[src/design/ip_prefix_filter_rate_limiter_macros.svh]
// ----------------------------------------------------------------------------
// Assertion macros shared by the prefix filter RTL.
// ----------------------------------------------------------------------------
`ifndef IP_PREFIX_FILTER_RATE_LIMITER_MACROS_SVH
`define IP_PREFIX_FILTER_RATE_LIMITER_MACROS_SVH

// Same-cycle implication, checked outside reset.
`define IPFRL_ASSERT_IMPL(label, clk, rst_n, ante, cons) \
	label: assert property (@(posedge clk) disable iff (!(rst_n)) (ante) |-> (cons)) \
		else $error("ipfrl assertion failed");

// Next-cycle implication, checked outside reset.
`define IPFRL_ASSERT_NEXT(label, clk, rst_n, ante, cons) \
	label: assert property (@(posedge clk) disable iff (!(rst_n)) (ante) |=> (cons)) \
		else $error("ipfrl assertion failed");

`endif

[src/design/ipfrl_ram.sv]
`timescale 1ns / 1ps
// ----------------------------------------------------------------------------
// ipfrl_ram
// Generic single-write, single-read RAM with a registered read port.
// ----------------------------------------------------------------------------
module ipfrl_ram #(
	parameter int WIDTH = 32,
	parameter int DEPTH = 16,
	localparam int AW = (DEPTH > 1) ? $clog2(DEPTH) : 1
) (
	input  logic             clk,
	input  logic             wr_en,
	input  logic [AW-1:0]    wr_addr,
	input  logic [WIDTH-1:0] wr_data,
	input  logic [AW-1:0]    rd_addr,
	output logic [WIDTH-1:0] rd_data
);

	logic [WIDTH-1:0] mem [DEPTH];

	always_ff @(posedge clk) begin
		if (wr_en) begin
			mem[wr_addr] <= wr_data;
		end
		rd_data <= mem[rd_addr];
	end

endmodule
[config.mk]
export PLATFORM = sky130hd
export DESIGN_NAME = ipfrl_ram
export DESIGN_NICKNAME = d
export VERILOG_FILES = /design/src/design/ip_prefix_filter_rate_limiter_macros.svh /design/src/design/ipfrl_ram.sv
export SDC_FILE = /design/constraint.sdc
export NUM_CORES = 1
export LEC_CHECK = 0
export BUFFER_PORTS_ARGS = -buffer_cell sky130_fd_sc_hd__buf_2
export CORE_ASPECT_RATIO = 0.75
export CORE_MARGIN = 3
export CORE_UTILIZATION = 31
export CTS_BUF_LIST = sky130_fd_sc_hd__clkbuf_8
export DETAILED_ROUTE_END_ITERATION = 10
export PLACE_DENSITY = 0.47
export SYNTH_ARGS = -nofsm -noshare
export SYNTH_HDL_FRONTEND = slang
export SYNTH_SLANG_ARGS = --single-unit
[constraint.sdc]
create_clock -name clk -period 8.5 [get_ports clk]
set_input_delay 1.275 -clock clk [delete_from_list [all_inputs] [get_ports clk]]
set_output_delay 1.275 -clock clk [all_outputs]
set_load 0.02 [all_outputs]
# Word-level counts from Yosys, hierarchy flattened
# Memory sizes are Yosys's and may differ from the RTL's. A register that Yosys moved wholly into a read port is not among the register bits.
# Index checks and enable logic that the tools add are counted.
[classes]
n_addsub = 0
mul = 0
div = 0
order_cmp = 0
eq_ne = 0
shift = 0
mux = 2
bitwise = 0
reduce_logical = 0
[ops]
columns = ["cell", "n"]
rows = [
  ["two-way mux 1 bit", 2],
]
[word_totals]
ff_bits = 0
latchBits = 0
ramBits = 512
mem_bits_ro = 0
word_cells = 3
n_memories = 1
[mem_list]
columns = ["name", "depth", "word_bits", "rd", "rd_clocked_by_memory_dff", "write_ports", "line_no", "source"]
rows = [
  ["mem", 16, 32, 1, 1, 1, "ipfrl_ram.sv:19", "logic [WIDTH-1:0] mem [DEPTH];"],
]

# Depth between registers and ports, before layout
[logic_depth]
depth_word = 2
mapped_depth = 5
depth_no_buf = 3

# Least setup slack after synthesis
# Ideal clock, no wire load.
[synth_timing]
path_type = "input to register"
startpoint = "in wr_addr[2]"
endpoint = "mem mem[0][0] (enable)"
setup_time_ps = 461
t_arrival_ps = 3993
t_required_ps = 8039
path_slack_ps = 4045
path_stages = 2
n_path_buf = 0
cell_sequence = "or3b_2 nor3_1"
[synth_rtl]
columns = ["item", "line_no", "source"]
rows = [
  ["start, declared", "ipfrl_ram.sv:13", "input logic [AW-1:0] wr_addr,"],
  ["end, declared", "ipfrl_ram.sv:19", ""],
]
# Straight into the memory's write port.

==> key figures <==
Detailed routing
  – Pre-Repair DR Iteration Count: 5
  – Via count: 9,161
  – Vias/cell: 4.84
  – Drt total wl: around 47 mm
  – Routed WL per cell: 25.0 µm
  – DRC Markers: 0
  – DRT antenna net count: 0
  – Iter 0 DRT Violations: between 800 and 900

Synthesis
  – Top_reg_cell synth: edfxtp_1
  – Synth cell count leaders: 512 x edfxtp_1, 128 x mux4_2, 64 x a22oi_1
  – Post-synth ARST share: 0%
  – Mapped Cells: 838
  – Synth area leader: edfxtp_1
  – Avg Inst Size Synth: 23.7 µm²
  – Yosys cell types: 18
  – Syn Nets: between 800 and 900
  – Warnings, synthesis: 0
  – Top cell type's share of synthesized area: roughly 77%
  – Synth area leaders: edfxtp_1 77%, mux4_2 15%, dfxtp_1 3.2%
  – Cell Area, Synth: 19,900 µm²
  – Sequential area share after synthesis: about 81%
  – Yosys reg bits: 544
  – Most frequent cell after synthesis: edfxtp_1
  – Post-synth EDFFs: between 500 and 600

Clock network
  – Post_cts resized: 0
  – Clock root buffer: clkbuf_8
  – Clock Latency Late Sink: 650 ps
  – Number of buffers created by CTS: 80
  – Largest buffer count on any clock path: 3
  – Post-CTS setup buffers: 0
  – Clock transition at path regs: 70 ps
  – Clock sinks: 544
  – CTS tree: yes
  – Htree depth: 3
  – Hold Buf Count CTS: 0

Floorplan
  – Area of the core: 62,700 µm²
  – Starting density of the core: between 30% and 40%
  – Die Wd: 298 µm
  – Io pins: 74
  – Row cnt: 79
  – DIE AREA: 67,100 µm²
  – Die H: 225 µm

Critical path
  – CP required: 9000 ps
  – R2r startpoint: mem[3][13]
  – CP startpoint: rd_addr[1]
  – CP Max Fanout: 80
  – Critical path launch point type: primary input
  – CP endpoint kind: flip-flop
  – CP Class: primary input to flip-flop
  – CP arrival: 3650 ps

Placement
  – I/O Buffers: 73
  – Pre-CTS setup slack: 4710 ps
  – DPL Wire Length: 22.3 mm
  – Cell Count Post-Placement: about 1,700
  – Placed Area: around 21,000 µm²
  – RD Place Congestion: between 0.6 and 0.7

Pwr
  – Sequential power share: 55.6%
  – Clk network pwr share: 39.2%
  – Design Power: 5.42 mW
  – Max VDD drop: around 0.00013 V
  – Switch share: 22.3%
  – Internal: 4.22 mW
  – Power Density: 236 nW/µm²
  – Switching pwr: 1.21 mW
  – Logic pwr share: about 5.2%
  – Pleak: 7.37 nW

Layout
  – Post-route cell area: 23,000 µm²
  – Fraction of layout cells with a size suffix above 1: between 30% and 40%
  – Area delta synth->final: 15.9%
  – Nets: between 1,000 and 1,500
  – Non-Filler Instances: 1,893

Global route
  – Antenna violations before repair: 2
  – Largest net degree at the start of global routing: just over 80
  – All-Layer GR Usage: between 10% and 20%
  – First-pass GRT wire length: 68.9 mm
  – Vias in the first global route: just under 10,000
  – Gr ovfl total: 0

Flow run
  – Max-cap violations: 0

Timing
  – RSZ-0062 raised after global routing: false
  – Tcrit/Tclk final: 37.0%
  – Slew Viols, Final: 0
  – Post-layout min period: 3150 ps
  – Final Hold Fails: 0
  – Final Worst Setup Slack: 5350 ps
  – Worst rel slew slack: 34.6%
  – Setup TNS: 0 ps
  – Final setup fails: 0
  – Peak Freq: 318 MHz
  – Slew @ Worst Pin: 981 ps
  – Clock skew: 33.7 ps

Hold path
  – Hold Startpoint: mem[14][17]
  – Hold crit path type: flip-flop to flip-flop

Outcome
  – Status: completed
[routing by layer]
metal / GRT usage [%] / routed length [µm] / up-vias
met5: 0 / 7 / -
met4: 3.42 / 790 / 2
met3: 3.45 / 2970 / 78
met2: 20.6 / 20400 / 260
met1: 21.7 / 23200 / 4962
li1: - / - / 3859
[critical path, cell delays in order]
cell,delay (ps)
buf_6,640
buf_4,780
mux4_2,420
a22oi_1,250
nand2_1,90
[worst paths after layout]
kind / to / slack (ps) / cells past startpoint
min: rd_data[17] / 660 / 3
max reg2reg: rd_data[13] / 7140 / 3
min reg2reg: rd_data[17] / 660 / 3
max: rd_data[21] / 5350 / 5
[state kept, by name, indices dropped and copies added, names as in the netlist]
| name | flops |
|---|---|
| rd_data | 32 |
| mem | 512 |
[logic make-up after synthesis]
family          after synthesis  share of synthesized area (%)
compound gates               64                           2.42
buf+inv                      43                           1.12
flops                       544                           80.7
mux                         128                           14.5
simple gates                 59                           1.27
[per-stage QoR]
stage	util [%]	hold slack, ps
after floorplan	-	635
after global placement	34.1	655
after detailed placement	34.1	659
after CTS	36.7	667
after global routing	36.7	688
final	36.7	664
[power groups by stage]
stage               combinational [mW]  clock, mW  sequential (mW)
global placement                 0.285          0             3.08
global route                     0.306       2.32             3.02
CTS                              0.288       2.20             3.02
finish                           0.281       2.13             3.02
floorplan                        0.144          0             3.09
detailed placement               0.288          0             3.08
[final cells by class]
cell class | instances | area [µm²]
Antenna cell | 2 | 5.00
Clock buffer | 91 | 1250
Clock inverter | 59 | 370
Fill cell | 5807 | 39700
Multi-Input combinational cell | 251 | 3750
Sequential cell | 544 | 16000
Tap cell | 850 | 1060
Timing Repair Buffer | 96 | 553
[cells in the final DEF, fill, tap and decap left out]
cell	instances
inv_6	4
nor2_4	13
dfxtp_1	32
or3b_2	1
inv_1	27
buf_6	1
buf_4	23
nand3_1	1
a22oi_1	64
nor2b_4	2
bufinv_16	4
nand2_1	33
and2_2	1
nor3_2	4
nand2b_1	2
nand3b_1	2
mux4_2	128
buf_2	71
diode_2	2
clkinv_2	7
clkinvlp_4	4
edfxtp_1	512
clkbuf_8	92
clkinv_1	13
Note: power is estimated with default switching activity, not from simulation.
